## config.mk

```make
export PLATFORM = sky130hd
export DESIGN_NAME = gpc_in_reg
export DESIGN_NICKNAME = d
export VERILOG_FILES = /design/src/rtl/gpc_pkg.sv /design/src/rtl/gpc_in_reg.sv
export SDC_FILE = /design/constraint.sdc
export NUM_CORES = 1
export LEC_CHECK = 0
export ABC_CLOCK_PERIOD_IN_PS = 1800
export BUFFER_PORTS_ARGS = -buffer_cell sky130_fd_sc_hd__buf_2
export CAP_MARGIN = 20
export CORE_UTILIZATION = 35
export CTS_BUF_LIST = sky130_fd_sc_hd__clkbuf_4 sky130_fd_sc_hd__clkbuf_8
export DETAILED_ROUTE_END_ITERATION = 6
export PLACE_DENSITY = 0.8
export SLEW_MARGIN = 30
export SYNTH_ARGS = -nofsm -noshare
export SYNTH_HDL_FRONTEND = slang
export SYNTH_SLANG_ARGS = --single-unit
export TNS_END_PERCENT = 20
```

## constraint.sdc

```tcl
create_clock -name clk_i -period 1.8 [get_ports clk_i]
set_clock_uncertainty 0.1 [all_clocks]
set_input_delay 0.27 -clock clk_i [delete_from_list [all_inputs] [get_ports clk_i]]
set_output_delay 0.27 -clock clk_i [all_outputs]
set_load 0.02 [all_outputs]
```

## src/rtl/gpc_pkg.sv

```systemverilog
// Shared types and constants for the GPIO port controller.
// Holds op and register codes and the transaction structs; no dependencies.
package gpc_pkg;

  typedef logic [1:0] gpc_op_t;
  typedef logic [3:0] gpc_reg_t;

  localparam gpc_op_t OpRead   = 2'd0;
  localparam gpc_op_t OpWrite  = 2'd1;
  localparam gpc_op_t OpSample = 2'd2;

  // Register codes, address bits 7:4
  localparam gpc_reg_t RegMode    = 4'h0;
  localparam gpc_reg_t RegOutEn   = 4'h1;
  localparam gpc_reg_t RegOut     = 4'h2;
  localparam gpc_reg_t RegIn      = 4'h3;
  localparam gpc_reg_t RegStatus  = 4'h4;
  localparam gpc_reg_t RegEnable  = 4'h5;
  localparam gpc_reg_t RegLevel   = 4'h6;
  localparam gpc_reg_t RegClear   = 4'h7;
  localparam gpc_reg_t RegDbCtrl  = 4'hB;
  localparam gpc_reg_t RegDbCount = 4'hF;

  typedef struct packed {
    gpc_op_t     op;
    logic [10:0] address;
    logic [23:0] write_data;
    logic [4:0]  sample_port;
    logic [7:0]  pin_levels;
  } gpc_item_t;

  typedef struct packed {
    logic [23:0] read_data;
    logic [4:0]  drive_port;
    logic [7:0]  drive_levels;
    logic [7:0]  drive_enables;
    logic [7:0]  bank_irq;
  } gpc_result_t;

endpackage

```

## src/rtl/gpc_in_reg.sv

```systemverilog
// Input register of the GPIO port controller: holds one accepted transaction.
// Depends on gpc_pkg for the transaction struct.
module gpc_in_reg import gpc_pkg::*; (
  input  logic      clk_i,
  input  logic      rst_ni,
  input  logic      in_valid_i,
  output logic      in_stall_o,
  input  gpc_item_t item_i,
  input  logic      take_i,
  output logic      valid_o,
  output gpc_item_t item_o
);

  logic      vld_q, vld_d;
  gpc_item_t item_q;
  logic      advance;

  // Register may load when empty or when its content leaves this cycle
  assign advance    = !vld_q || take_i;
  assign in_stall_o = !advance;
  assign vld_d      = advance ? in_valid_i : vld_q;

  always_ff @(posedge clk_i or negedge rst_ni) begin
    if (!rst_ni) begin
      vld_q <= 1'b0;
    end else begin
      vld_q <= vld_d;
    end
  end

  always_ff @(posedge clk_i) begin
    if (advance && in_valid_i) begin
      item_q <= item_i;
    end
  end

  assign valid_o = vld_q;
  assign item_o  = item_q;

endmodule

```

# Yosys cells after proc, flatten, opt, wreduce, memory -nomap -nowiden
# Cells that the tools add are included.
# totals
ff_bits	51
output_inout_bits	52
input_bits	54
word_cells	10
# op_classes
n_reduce_logical	4
# op_table
op	n
$logic_not A1 Y1	2
$logic_and A1 B1 Y1	1
$logic_or A1 B1 Y1	1

# Longest topological paths before layout
# Gate-level depths: netlist of run 1.
# logic_depth
depth_word	3
ltp_mapped	2

# Least setup slack after synthesis of run 1
# OpenSTA, ideal clock, no wires.
# synth_timing
path_kind	flip-flop to flip-flop
startpoint	register vld_q, in the netlist valid_o
endpoint	register item_q (netlist bit item_o[0]) (enable)
arrival_time_ns	1.024
required_time_ns	1.330
period_less_slack_ns	1.494
setup_slack_ns	0.306
path_stages_with_launch	3
cell_sequence	dfrtp_1 -> nand2b_4 -> and2_4
# synth_via
elab_chain_len	3
# synth_lines
element	line_no	rtl
start, declared	gpc_in_reg.sv:14	logic vld_q, vld_d;
start signal, assigned	gpc_in_reg.sv:27	vld_q <= vld_d;
$logic_not A1 Y1	gpc_in_reg.sv:19	assign advance = !vld_q || take_i;
$logic_or A1 B1 Y1	gpc_in_reg.sv:19	
$logic_and A1 B1 Y1	gpc_in_reg.sv:32	if (advance && in_valid_i) begin
end signal, assigned	gpc_in_reg.sv:33	item_q <= item_i;
end, declared	gpc_in_reg.sv:15	gpc_item_t item_q;
# Every way passes these cells.
# A chain may end at the register's enable or synchronous reset.

# Worst setup path after layout of run 1
# layout_timing
startpoint	register vld_q, in the netlist valid_o
endpoint	register item_q (netlist bit item_o[7]) (enable)
# Same word-level chain as after synthesis.

==> impl_metrics.csv, run 1 <==
group,metric,value,unit
global_route,met3_usage,0.104,
floorplan,dieArea,4730,um2
timing,fin_crit_sh,0.780,
floorplan,chipHeight,68.7,um
cts,root_buffer,"clkbuf_8",
timing,fmaxAchievable,712,MHz
critical_path,reg2reg_depth,3,
timing,slew_headroom,0.794,
synthesis,synth_edf_count,50,
critical_path,critical_path_required,1.68,ns
floorplan,num_rows,23,
power,finalPower,2.42,mW
synthesis,synth.net_count,109,
placement,post-place-ws,0.429,ns
critical_path,crit_buf_inv,1,
power,p_per_area,1060,nW/um2
cts,cts_tree,"yes",
synthesis,yosysUniqueCellTypes,6,
cts,postCtsSetupBuffers,0,
critical_path,worst-path-stages,3,
cts,clock_latency,0.30,ns
global_route,grt_pass1_vias,901,
synthesis,synth_area_leaders,"edfxtp_1 (96%), dfrtp_1 (1.6%), nand2b_4 (0.88%)",
global_route,grt-busiest-layer,"met2",
final_layout,nets,224,
global_route,use_met1,0.121,
timing,min_period,1.40,ns
global_route,grtUsageTotal,0.134,
synthesis,yosysTopAreaCell,"edfxtp_1",
cts,cts_buffers,5,
timing,slew_viol_final,0,
final_layout,fin_util,0.552,
worst_hold_path,min_path_cells,1,
route,ant_nets,0,
timing,timing.hold.ws,0.0395,ns
global_route,grt_max_degree,26,
critical_path,critPathMaxStageDelay,0.44,ns
final_layout,area_delta_synth_final,46.8,%
synthesis,postSynthAreaPerCell,28.3,um2
critical_path,cp-end-kind,"register",
cts,cts_buffer_depth,2,
synthesis,ys.flop_type,"edfxtp_1",
final_layout,design_area,2290,um2
synthesis,synth_warnings,0,
timing,worst_pin_slew,0.309,ns
synthesis,synthCells,55,
cts,cts.clk_slew.worst_paths,0.09,ns
critical_path,cpMaxStageDelayCell,"dfrtp_1",
floorplan,core_area,4140,um2
synthesis,ys_ff_latch,51,
route,drcViolationCount,0,
timing,finalSetupViolCount,0,
route,routed_wirelength,3.00,mm
power,leakage,0.996,nW
route,via_per_inst,4.17,
placement,post_dp_cell_area,2160,um2
global_route,antenna_found_initial,0,
floorplan,initial_utilization,0.376,
placement,port_buffers,105,
global_route,gr-usage-met2,0.218,
route,drtPass1Iterations,4,
critical_path,path_delay_family,"flip-flops",
synthesis,synth_top_area_frac,0.963,
timing,rsz0062_at_grt,"no",
outcome,outcome,"finished clean",
cts,htreeDepth,2,
final_layout,fillerInstances,348,
timing,fin_ws,0.396,ns
power,ir_drop,636,uV
synthesis,synth_area,1560,um2
final_layout,diodes,0,
synthesis,async_flop_share,0.0196,
floorplan,num_io_pins,106,
timing,tns,0,ns
critical_path,path_cells,"nand2b_4, and2_4, buf_4",
timing,hold_viol_final,0,
global_route,grt_pass1_wl,4.07,mm
route,wl_per_cell,13.6,um
cts,postCtsHoldBufs,1,
placement,dp.cells,212,
synthesis,synth-seq-area-share,0.979,
route,drt_first_iter_violations,73,
flow_run,cap_viol_max_count,0,
critical_path,start_kind,"register",
floorplan,dieWidth,68.7,um
critical_path,arrival,1.28,ns
cts,cts_resized,0,
route,dr_total_vias,922,
cts,cts_num_sinks,51,
final_layout,drive_gt1_frac,0.684,
placement,place_congestion,0.755,
global_route,overflow,0,
critical_path,path_class,"register to register",
final_layout,instances_no_fill,221,
synthesis,yosysMostFrequentCell,"edfxtp_1",
worst_hold_path,hold_path.class,"input pin to register",
critical_path,cp_max_fo,25,
flip-flops by register name (all words and copies together), names as in the netlist:
signal	flops
item_o	50
valid_o	1
worst reg2reg max path: cells and delay by family, from the launching register on:
family	cells	cell delay, ns
buffers and inverters	1	0.30
and+or+nand+nor	2	0.24
DFF	1	0.44
per-layer routing:
metal	up-vias	wire length (um)
met4	0	44
met2	73	1470
met5	-	0
met3	4	481
met1	402	1000
li1	443	-
final cells by class:
cell class              count  area [um2]  share of cell area
well taps                  50        62.6              0.0273
clock inverters             3        47.5              0.0208
repair buffers            108         551               0.241
flip-flops and latches     51        1530               0.667
clock buffers               5        68.8              0.0301
inverters                   1        3.75             0.00164
multi-input cells           3        28.8              0.0126
placed cells by master (no fill, tap or decap), drive strengths merged:
| cell type | n |
|---|---|
| dfrtp | 1 |
| and2 | 1 |
| nand2b | 2 |
| bufinv | 1 |
| clkinv | 1 |
| dlygate4sd3 | 1 |
| inv | 2 |
| clkbuf | 5 |
| edfxtp | 50 |
| buf | 107 |
report_power, final:
part | switching [mW] | internal [mW]
logic | 0.149 | 0.0905
clock network | 0.368 | 0.421
registers | 0.0161 | 1.38
logic make-up after synthesis:
group,after synthesis,share of synthesized area
and+or+nand+nor,3,0.0185
buffers and inverters,1,0.00241
DFF,51,0.979
path summary, 6_finish.rpt:
check | start | end | slack [ns]
max | valid_o | item_o[7] | 0.40
min | item_i[2] | item_o[2] | 0.04
max reg2reg | valid_o | item_o[7] | 0.40
min reg2reg | valid_o | valid_o | 0.52
max in group asynchronous | rst_ni | valid_o | 1.35
min in group asynchronous | rst_ni | valid_o | 0.16
No activity file was read; power rests on OpenSTA's default activity.
==> inputs of run 2 (changes only) <==
--- a/config.mk
+++ b/config.mk
@@ -5,13 +5,13 @@
 export SDC_FILE = /design/constraint.sdc
 export NUM_CORES = 1
 export LEC_CHECK = 0
-export ABC_CLOCK_PERIOD_IN_PS = 1800
+export ABC_CLOCK_PERIOD_IN_PS = 1100
 export BUFFER_PORTS_ARGS = -buffer_cell sky130_fd_sc_hd__buf_2
 export CAP_MARGIN = 20
 export CORE_UTILIZATION = 35
 export CTS_BUF_LIST = sky130_fd_sc_hd__clkbuf_4 sky130_fd_sc_hd__clkbuf_8
 export DETAILED_ROUTE_END_ITERATION = 6
-export PLACE_DENSITY = 0.8
+export PLACE_DENSITY = 0.83
 export SLEW_MARGIN = 30
 export SYNTH_ARGS = -nofsm -noshare
 export SYNTH_HDL_FRONTEND = slang
==> constraint.sdc (replaced) <==
create_clock -name clk_i -period 1.1 [get_ports clk_i]
set_clock_uncertainty 0.1 [all_clocks]
set_input_delay 0.165 -clock clk_i [delete_from_list [all_inputs] [get_ports clk_i]]
set_output_delay 0.165 -clock clk_i [all_outputs]
set_load 0.02 [all_outputs]
==> impl_metrics.csv, run 2 (synthesis results as in run 1) <==
group,metric,value,unit
outcome,outcome,"complete, but fails checks",
outcome,violations,"setup timing",
critical_path,path_delay_family,"flip-flops",
critical_path,arrival,1.22,ns
critical_path,start_kind,"register",
critical_path,path_class,"register to register",
power,ir_drop,952,uV
critical_path,cpMaxStageDelayCell,"dfrtp_2",
final_layout,area_delta_synth_final,88.5,%
global_route,grt_pass1_vias,1318,
cts,cts_buffer_depth,2,
critical_path,cp-end-kind,"register",
floorplan,dieArea,4730,um2
placement,place_congestion,0.721,
floorplan,initial_utilization,0.376,
critical_path,critPathMaxStageDelay,0.43,ns
global_route,antenna_found_initial,0,
power,p_int,3.51,mW
power,p_seq_frac,0.522,
route,drt_first_iter_violations,75,
route,routed_wirelength,4.33,mm
cts,clock_latency,0.29,ns
critical_path,path_cells,"nand2b_4, and2_4, buf_12",
cts,cts_buffers,5,
route,wl_per_cell,15.7,um
power,power_frac_comb,0.139,
final_layout,layout_common_cells,"buf_2 (101), dlygate4sd3_1 (52), edfxtp_1 (50)",
critical_path,crit_buf_inv,1,
route,ant_nets,0,
timing,fin_ws,-0.222,ns
floorplan,core_area,4140,um2
cts,postCtsSetupBuffers,0,
flow_run,cap_viol_max_count,0,
route,dr_total_vias,1194,
placement,dp.cells,214,
final_layout,fin_util,0.709,
floorplan,num_io_pins,106,
final_layout,fillerInstances,280,
power,power_switching,0.880,mW
final_layout,drive_gt1_frac,0.544,
cts,cts_num_sinks,51,
timing,hold_viol_final,0,
cts,cts.clk_slew.worst_paths,0.09,ns
power,leakage,1.27,nW
critical_path,cp_max_fo,24,
timing,finalSetupViolCount,69,
global_route,overflow,0,
critical_path,critical_path_required,1.00,ns
timing,slew_headroom,0.902,
placement,dp_hpwl,2.39,mm
floorplan,chipHeight,68.7,um
final_layout,nets,279,
power,swShare,0.200,
floorplan,num_rows,23,
final_layout,final_common_cell,"buf_2",
power,pwr-share-clk,0.340,
timing,fin_crit_sh,1.20,
cts,cts_tree,"yes",
placement,port_buffers,105,
timing,min_period,1.32,ns
global_route,grt_pass1_wl,6.04,mm
timing,fmaxAchievable,757,MHz
cts,root_buffer,"clkbuf_8",
route,via_per_inst,4.33,
worst_hold_path,hold_path.class,"input pin to asynchronous set/reset pin",
cts,htreeDepth,2,
final_layout,instances_no_fill,276,
final_layout,diodes,0,
global_route,grt_max_degree,25,
final_layout,largest_reg_flops,50,
route,drcViolationCount,0,
timing,worst_pin_slew,0.147,ns
timing,rsz0062_at_grt,"yes",
power,p_per_area,1490,nW/um2
global_route,grtUsageTotal,0.194,
route,drtPass1Iterations,3,
timing,slew_viol_final,0,
floorplan,dieWidth,68.7,um
run 2: cell type report:
type                    count  area [um2]  area share
flip-flops and latches     51        1530       0.520
repair buffers            163        1180       0.401
clock buffers               6        76.3      0.0260
well taps                  50        62.6      0.0213
clock inverters             2        60.1      0.0204
multi-input cells           3        28.8     0.00979
inverters                   1        3.75     0.00128
run 2: routing by layer:
layer / vias up / part of all wire / global-route usage
met3: 12 / 0.12 / 0.0970
met2: 87 / 0.50 / 0.320
met1: 539 / 0.36 / 0.205
li1: 556 / - / -
met4: 0 / 0.028 / 0.0969
met5: - / 0 / 0
run 2: path summary, 6_finish.rpt:
check | start | end | slack [ns] | depth (start not counted)
hold reg to reg | valid_o | valid_o | 0.55 | 3
max in group asynchronous | rst_ni | valid_o | 0.73 | 2
setup reg to reg | valid_o | item_o[16] | -0.22 | 3
hold / removal | rst_ni | valid_o | 0.08 | 2
setup / recovery | valid_o | item_o[16] | -0.22 | 3
min in group clk_i | take_i | valid_o | 0.14 | 4
run 2: worst reg2reg max path, stage by stage (launching register included):
cell and delay, ns:
dfrtp_2 0.43, nand2b_4 0.08, and2_4 0.22, buf_12 0.19
run 2: power groups by stage:
stage | registers, mW | clock network [mW] | logic, mW
2_1_floorplan | 2.47 | 0 | 0.0475
3_3_place_gp | 2.33 | 0 | 0.405
3_5_place_dp | 2.33 | 0 | 0.415
4_1_cts | 2.29 | 1.52 | 0.564
5_1_grt | 2.30 | 1.61 | 0.648
6_report | 2.29 | 1.49 | 0.609
run 2: through the flow:
step | instance area [um2] | power, mW | setup TNS, ns | worst slack, ns | hold WS [ns]
finish | 2940 | 4.39 | -10.51 | -0.222 | 0.0825
global route | 2940 | 4.56 | -13.24 | -0.253 | 0.0671
CTS | 2870 | 4.37 | -8.07 | -0.209 | 0.0572
detailed placement | 2200 | 2.75 | -6.71 | -0.141 | -0.159
global placement | 2200 | 2.73 | -5.25 | -0.111 | -0.161
floorplan | 1560 | 2.52 | -17.89 | -0.358 | -0.231
run 2: what timing repair did:
item                       in CTS  in global routing
hold endpoints to repair       52                  0
gates cloned                    0                  2
setup endpoints to repair      76                102
gates resized for setup         4                  6
hold buffers                   52                  0
