$ cat src/rtl/gpc_pkg.sv
// Shared types and constants for the GPIO port controller.
// Holds op and register codes and the transaction structs; no dependencies.
package gpc_pkg;

  typedef logic [1:0] gpc_op_t;
  typedef logic [3:0] gpc_reg_t;

  localparam gpc_op_t OpRead   = 2'd0;
  localparam gpc_op_t OpWrite  = 2'd1;
  localparam gpc_op_t OpSample = 2'd2;

  // Register codes, address bits 7:4
  localparam gpc_reg_t RegMode    = 4'h0;
  localparam gpc_reg_t RegOutEn   = 4'h1;
  localparam gpc_reg_t RegOut     = 4'h2;
  localparam gpc_reg_t RegIn      = 4'h3;
  localparam gpc_reg_t RegStatus  = 4'h4;
  localparam gpc_reg_t RegEnable  = 4'h5;
  localparam gpc_reg_t RegLevel   = 4'h6;
  localparam gpc_reg_t RegClear   = 4'h7;
  localparam gpc_reg_t RegDbCtrl  = 4'hB;
  localparam gpc_reg_t RegDbCount = 4'hF;

  typedef struct packed {
    gpc_op_t     op;
    logic [10:0] address;
    logic [23:0] write_data;
    logic [4:0]  sample_port;
    logic [7:0]  pin_levels;
  } gpc_item_t;

  typedef struct packed {
    logic [23:0] read_data;
    logic [4:0]  drive_port;
    logic [7:0]  drive_levels;
    logic [7:0]  drive_enables;
    logic [7:0]  bank_irq;
  } gpc_result_t;

endpackage

$ cat src/rtl/gpc_out_reg.sv
// Result register of the GPIO port controller: holds one finished transaction.
// Depends on gpc_pkg for the result struct.
module gpc_out_reg import gpc_pkg::*; (
  input  logic        clk_i,
  input  logic        rst_ni,
  input  logic        load_i,
  input  gpc_result_t res_i,
  output logic        free_o,
  output logic        out_valid_o,
  input  logic        out_stall_i,
  output gpc_result_t res_o
);

  logic        vld_q, vld_d;
  gpc_result_t res_q;

  assign free_o = !vld_q || !out_stall_i;
  assign vld_d  = free_o ? load_i : vld_q;

  always_ff @(posedge clk_i or negedge rst_ni) begin
    if (!rst_ni) begin
      vld_q <= 1'b0;
    end else begin
      vld_q <= vld_d;
    end
  end

  always_ff @(posedge clk_i) begin
    if (free_o && load_i) begin
      res_q <= res_i;
    end
  end

  assign out_valid_o = vld_q;
  assign res_o       = res_q;

endmodule

$ cat config.mk
export PLATFORM = sky130hd
export DESIGN_NAME = gpc_out_reg
export DESIGN_NICKNAME = d
export VERILOG_FILES = /design/src/rtl/gpc_pkg.sv /design/src/rtl/gpc_out_reg.sv
export SDC_FILE = /design/constraint.sdc
export NUM_CORES = 1
export LEC_CHECK = 0
export ABC_AREA = 1
export BUFFER_PORTS_ARGS = -buffer_cell sky130_fd_sc_hd__buf_4
export CORE_ASPECT_RATIO = 0.9
export CORE_MARGIN = 5
export CORE_UTILIZATION = 43
export CTS_CLUSTER_SIZE = 30
export DETAILED_ROUTE_END_ITERATION = 10
export PLACE_DENSITY = 0.83
export RECOVER_POWER = 50
export SLEW_MARGIN = 40
export SYNTH_ARGS = -nofsm -noshare
export SYNTH_HDL_FRONTEND = slang
export SYNTH_SLANG_ARGS = --single-unit
$ cat constraint.sdc
create_clock -name clk_i -period 10.45 [get_ports clk_i]
set_input_delay 2.09 -clock clk_i [delete_from_list [all_inputs] [get_ports clk_i]]
set_output_delay 2.09 -clock clk_i [all_outputs]
set_load 0.01 [all_outputs]
; ---- Word level (Yosys, flattened, before mapping)
; Cells that the tools add are included.
[word_totals]
word_cells = 10
reg_bits = 54
input_bits = 57
romBits = 0
output_inout_bits = 55
mem_bits_rw = 0
latchBits = 0
mem_count = 0
[op_classes]
add_sub_neg = 0
n_reduce_logical = 4
bitwise_logic = 0
shift = 0
n_eq_ne = 0
n_mux = 0
n_mul = 0
n_div = 0
n_lt_le_gt_ge = 0
[op_table]
columns = op, count
row1 = $logic_not 1->1, 2
row2 = $logic_and 1x1->1, 1
row3 = $logic_or 1x1->1, 1

; ---- Logic depth before layout (Yosys ltp)
; Gate-level depths: netlist of the first run.
[logic_depth]
word_depth = 3
ltp_mapped = 2
depth_no_buf = 2

; ---- Worst setup path after synthesis of the first run
; No wires, ideal clock.
[synth_path]
path_kind = input to register
startpoint = input port load_i
endpoint = register res_q (netlist bit res_o[0]) (enable)
n_path_buf = 0
cell_stages = 2
setup_ns = 0.481
t_required_ns = 9.969
path_slack_ns = 5.256
arrival_ns = 4.713
path_cell_list = inv_1 > a21oi_1
[synth_between]
elab_chain_len = 1
[synth_lines]
columns = element, line_no
row1 = from (decl), gpc_out_reg.sv:6  ; input logic load_i,
row2 = $logic_and 1x1->1, gpc_out_reg.sv:29  ; if (free_o && load_i) begin
row3 = to (signal assigned), gpc_out_reg.sv:30  ; res_q <= res_i;
row4 = to (decl), gpc_out_reg.sv:15  ; gpc_result_t res_q;
; No other way between the ends.
; A chain may end at the register's enable or synchronous reset.

; ---- Final worst setup path of the first run
[layout_path]
startpoint = input port out_stall_i
endpoint = output port free_o
[layout_between]
elab_chain_len = 2
[layout_lines]
columns = element, line_no
row1 = from (decl), gpc_out_reg.sv:10  ; input logic out_stall_i,
row2 = $logic_not 1->1, gpc_out_reg.sv:17  ; assign free_o = !vld_q || !out_stall_i;
row3 = $logic_or 1x1->1, gpc_out_reg.sv:17
row4 = to (decl), gpc_out_reg.sv:8  ; output logic free_o,
; No other way between the ends.

==> results.md, run 1 <==
* Status: complete, no violations
* Clk_lat worst skew at 0.30 ns
* Worst-path cell chain: buf_4 -> nand2_1 -> buf_4
* Post-DR vias/cell at roughly 4.5
* Ant. Diodes at 0
* Initial drt markers at 37
* Buf/Inv on CP at 2
* Leak at between 1 and 1.5 nW
* GR Overflow Total at 0
* DRC violation count after routing at 0
* Worst hold path class: reg -> reg
* Post-synth design cell area at about 1600 um^2
* Worst Setup End Kind: output pin
* Tcrit/Tclk final at ~43%
* CP startpoint kind: input port
* Min Tclk post-route at approximately 4.5 ns
* First-pass iteration count of the detailed router at 4
* Worst path required time at 8.36 ns
* Average wire per standard cell at about 18 um
* Arrival @ worst endpoint at around 2.4 ns
* # rows at 21
* Clk sinks at 54
* Hold-fix buffers, CTS at 0
* Normalized max-slew margin at a little under half
* Nets at roughly 230
* First-pass GRT wire length at around 5700 um
* Max Cap Viol at 0
* Fill count at between 200 and 300
* Clk pin slew, worst setup/hold paths at 0.09 ns
* Initial antenna violation count at 0
* Core Area at approximately 3700 um^2
* Maximum clock rate at around 220 MHz
* Initial Util at 44.1%
* Die footprint at around 5100 um^2
* Reg2Reg Depth at 2
* Post-synth top cells: 53 x edfxtp_1, 2 x nand2_1, 1 x a21oi_1, 1 x dfrtp_1, 1 x inv_1
* Worst r2r src: out_valid_o
* Yosys cell types at 5
* Register area share after synthesis at 99.0%
* Crit path max fanout at 2
* EDFF count, synth at 53
* Final hold vios at 0
* CP delay by family, top: buffers and inverters
* Max Buffers Root-to-Sink at 2
* P&R area growth vs syn at 55.6%
* Cell repeated most along the worst path: buf_4
* Crit path largest cell delay at around 0.12 ns
* Peak VDD IR at approximately 110 uV
* Hold WS at just over 0.6 ns
* DIE HEIGHT at 68.5 um
* Post-CTS sizing at 0
* Finish-stage setup viols at 0
* Synth Net Count at around 120
* Min-delay src: out_valid_o
* Yosys warning total at 0
* CTS buffer count at 5
* Fin. max-slew vios at 0
* RSZ-0062 raised after global routing: no
* I/O pin cnt at roughly 110
* Worst Skew at 0.00242 ns
* R2r setup slk at ~8.6 ns
* Vias at 1002
* Vias in the first global route at 1153
* Placer congestion estimate at a little over 0.7
* Total power at around 0.4 mW
* Routed WL at ~4000 um
* Most frequent cell after synthesis: edfxtp_1
* Largest net degree at the start of global routing at 30
* H-tree Lvls at 2
* Register bit total from synthesis at 54
* Clk root buf: clkbuf_8
* Syn avg cell area at 28.2 um^2
* Post-route setup TNS at 0 ns
* Postcts setup bufs at 0
* Die W at 75.0 um
* R2r endpoint: res_o[30]
* Share of cells above drive strength 1 at 53.4%
* IO Port Bufs at around 110
* CP Class: in -> out
* Cell depth of the worst hold path at 2
* Power Dens Cells at 162 nW/um^2
* Worst-Margin Slew at between 0.7 and 0.8 ns
* Cells after Synth at 58
* Post-synth top area share at 97.5%
* Final HPWL DP at 3200 um
* Ys flop type: edfxtp_1
* CTS tree: built
* Worst Hold Path EP: out_valid_o
* Async set-reset flop share out of synthesis at about 1.9%
* Global Route Usage Sum at between 10% and 20%
* Synth area leaders: edfxtp_1 97%, dfrtp_1 1.5%, nand2_1 0.46%
* Post-DRT Antenna Nets at 0
* Critical-path top delay cell: buf_4
* Yosys top cell by area: edfxtp_1
-- where the power goes --
part           internal (mW)  switching [mW]  leakage, nW
registers              0.252         0.00332        0.516
logic                 0.0216          0.0194        0.446
clock network         0.0484          0.0666       0.0483
-- sequential cells by signal (all words and copies together), names as in the netlist --
| signal | flops |
|---|---|
| out_valid_o | 1 |
| res_o | 53 |
-- worst max-delay path by stage --
stage,from,to,slack [ns],depth (start not counted)
global placement,out_stall_i,free_o,5.96,3
global route,out_stall_i,free_o,5.91,3
finish,out_stall_i,free_o,5.95,3
floorplan,load_i,res_o[0],5.26,2
detailed placement,out_stall_i,free_o,5.95,3
CTS,out_stall_i,free_o,5.95,3
-- cell families (layout without fill, tap and decap cells) --
family,Yosys count,count (layout),share of synthesized area (%)
buf+inv,1,121,0.230
flops,54,54,99.0
simple gates,2,2,0.460
compound gates,1,1,0.306
-- stage by stage --
stage	worst slack (ns)	util, %	instance area (um^2)	cells
floorplan	5.26	-	1630	58
global placement	5.96	68.6	2540	216
detailed placement	5.95	68.6	2540	216
CTS	5.95	71.2	2640	224
global route	5.91	68.6	2540	224
finish	5.95	68.6	2540	224
-- per-layer routing --
layer  track usage (%)  share of wire (%)
met1              14.2                 30
met2              28.9                 54
met3              11.0                 15
met4              6.00                1.4
met5                 0                  0
-- tightest hold or removal path, stage by stage, from the launching register on --
cell     delay [ns]
dfrtp_1        0.42
nand2_1        0.10
nand2_1        0.06
-- layout by cell type (no fill, tap or decap) --
cell,count
edfxtp_1,53
clkinv_4,3
clkbuf_1,26
inv_1,1
nand2_1,2
a21oi_4,1
clkbuf_8,5
dfrtp_1,1
buf_4,31
clkbuf_4,55
-- final cells by class --
cell class,count,area (um^2),area share [%]
Clock buffer,5,68.8,2.71
Clock inverter,3,26.3,1.03
Inverter,1,3.75,0.148
Multi-Input combinational cell,3,23.8,0.936
Sequential cell,54,1620,63.6
Tap cell,46,57.6,2.27
Timing Repair Buffer,112,743,29.3
(Power assumes the default switching activity.)
==> run 2: changes to the inputs <==
--- a/config.mk
+++ b/config.mk
@@ -9,10 +9,10 @@
 export BUFFER_PORTS_ARGS = -buffer_cell sky130_fd_sc_hd__buf_4
 export CORE_ASPECT_RATIO = 0.9
 export CORE_MARGIN = 5
-export CORE_UTILIZATION = 43
+export CORE_UTILIZATION = 40
 export CTS_CLUSTER_SIZE = 30
 export DETAILED_ROUTE_END_ITERATION = 10
-export PLACE_DENSITY = 0.83
+export PLACE_DENSITY = 0.78
 export RECOVER_POWER = 50
 export SLEW_MARGIN = 40
 export SYNTH_ARGS = -nofsm -noshare
==> constraint.sdc (replaced) <==
create_clock -name clk_i -period 4.7 [get_ports clk_i]
set_input_delay 0.94 -clock clk_i [delete_from_list [all_inputs] [get_ports clk_i]]
set_output_delay 0.94 -clock clk_i [all_outputs]
set_load 0.01 [all_outputs]
==> run 2 against run 1 <==
The run now ends with capacitance limit, slew limit left. Non-clock buffer count did not move. Cell count rose by 0.45%. Worst hold slack got worse by 0.17 ns. Critical path depth rose by 1. Routed wire length fell by 2.2%. First-iteration DRC count rose by 22%. Worst setup slack got worse by 4.3 ns. Die area rose by 6.4%. Total power rose by 120%. Clock skew rose by 0.0028 ns. Largest cell class unchanged. Utilization fell by 4.2 points. Clock power rose by 98%.
==> results.md, run 2 (same netlist as run 1, synthesis figures left out) <==
* Worst Skew at 0.00517 ns
* DRC violation count after routing at 0
* Crit path largest cell delay at ~1.4 ns
* First-pass iteration count of the detailed router at 4
* DIE HEIGHT at 70.6 um
* Fill count at roughly 300
* Worst path required time at ~4.7 ns
* Met1 usage at 16.6%
* Failing checks: capacitance limit, slew limit
* CTS tree: built
* Met3 Use GR at under 10%
* Min Tclk post-route at a little over 3 ns
* Final Worst Setup Slack at 1.63 ns
* CP startpoint kind: input port
* Core Area at about 4000 um^2
* Initial Util at between 40% and 50%
* Worst-path cell chain: clkbuf_4 -> inv_1 -> a21oi_1 -> buf_4
* Routed WL at around 3900 um
* Tcrit/Tclk final at between 60% and 70%
* Multi-input gate area at between 10 and 15 um^2
* Global Route met2 Usage at a little under a quarter
* Clk root buf: clkbuf_8
* Critical-path top delay cell: a21oi_1
* Post-Place Cells at ~220
* Die footprint at ~5500 um^2
* Average wire per standard cell at 17.2 um
* Hold WS at roughly 0.43 ns
* # rows at 22
* H-tree Lvls at 2
* Vias at about 1000
* Max Cap Viol at 1
* Commonest non-fill, non-tap cell in the layout: clkbuf_4
* Arrival @ worst endpoint at slightly above 3 ns
* Ant. Diodes at 0
* Largest net degree at the start of global routing at 34
* Share of cells above drive strength 1 at between 60 and 70%
* Layout Cells excl Fill at ~230
* RSZ-0062 raised after global routing: no
* Most frequent cells in the layout: 55 x clkbuf_4, 53 x edfxtp_1, 51 x buf_4, 8 x clkbuf_1, 5 x clkbuf_8
* Postcts setup bufs at 0
* Peak VDD IR at between 150 and 200 uV
* IO Port Bufs at around 110
* I/O pin cnt at about 110
* CTS buffer count at 5
* Normalized max-slew margin at -22.5%
* FF+latch area at about 1600 um^2
* Post-DRT Antenna Nets at 0
* Final hold vios at 0
* Vias in the first global route at between 1000 and 1500
* Hold-fix buffers, CTS at 0
* Initial antenna violation count at 0
* Maximum clock rate at around 330 MHz
* Crit path max fanout at 33
* Worst hold path class: in -> async
* Post-DR vias/cell at ~4.4
* Global Route Usage Sum at 14.2%
* First-pass GRT wire length at between 5000 and 6000 um
* Die W at 77.3 um
* Nets at between 200 and 250
* P&R area growth vs syn at 58.5%
* Clk pin slew, worst setup/hold paths at approximately 0.08 ns
* CP Class: in -> reg
* Fin. max-slew vios at 22
* Dpl ws at 2.24 ns
* Placer congestion estimate at about 0.73
* GRT busiest layer: met2
* Post-route setup TNS at 0 ns
* Final HPWL DP at between 3000 and 4000 um
* Leak at ~1.1 nW
* Fin util at 64.4%
* Power Dens Cells at ~350 nW/um^2
* Post-CTS sizing at 0
* Status: finished, violations left
* Clk_lat worst skew at about 0.29 ns
* Finish-stage setup viols at 0
* Clk sinks at 54
* Initial drt markers at 45
* Worst Setup End Kind: flop
* GR Overflow Total at 0
* Max reg flops at 53
* Max Buffers Root-to-Sink at 2
* Worst-Margin Slew at around 1.8 ns
run 2: cell count changes in the layout (fill, tap and decap cells not counted):
| cell | before | now |
|---|---|---|
| clkbuf_1 | 26 | 8 |
| buf_4 | 31 | 51 |
| clkinv_4 | 3 | 0 |
| a21oi_4 | 1 | 0 |
| a21oi_1 | 0 | 1 |
run 2: layout make-up:
| class | instances | share of cell area, % |
|---|---|---|
| repair buffers | 112 | 31.6 |
| clock buffers | 7 | 2.95 |
| inverters | 1 | 0.145 |
| well taps | 48 | 2.32 |
| multi-input cells | 3 | 0.484 |
| flip-flops and latches | 54 | 62.5 |
run 2: worst max-delay path, delay by kind of cell:
family                 cells  cell delay [ns]
AOI/OAI and AO/OA          1             1.36
buffers and inverters      3             0.70
run 2: worst paths after layout:
kind                              from           to  slack [ns]  cells after the start
max reg2reg                out_valid_o     res_o[1]        1.97                      2
min in group clk_i         out_valid_o  out_valid_o        0.54                      2
min reg2reg                out_valid_o  out_valid_o        0.54                      2
min                             rst_ni  out_valid_o        0.43                      1
max                             load_i     res_o[1]        1.63                      4
max in group asynchronous       rst_ni  out_valid_o        4.18                      1
run 2: power breakdown:
| group | internal, mW | total [mW] | switching (mW) |
|---|---|---|---|
| Combinational | 0.0547 | 0.0962 | 0.0415 |
| Clock | 0.103 | 0.228 | 0.125 |
| Sequential | 0.561 | 0.569 | 0.00774 |
| Total | 0.718 | 0.893 | 0.175 |
run 2: metal layers:
| metal | vias up | wire length (um) |
|---|---|---|
| met2 | 64 | 2010 |
| met1 | 468 | 1410 |
| met5 | - | 0 |
| met4 | 0 | 35 |
| li1 | 464 | - |
| met3 | 2 | 415 |
run 2: metrics by stage:
step	power (mW)	cell area (um^2)
final	0.893	2590
after global routing	0.932	2590
after global placement	0.680	2540
after floorplan	0.604	1630
after CTS	0.910	2620
after detailed placement	0.684	2540
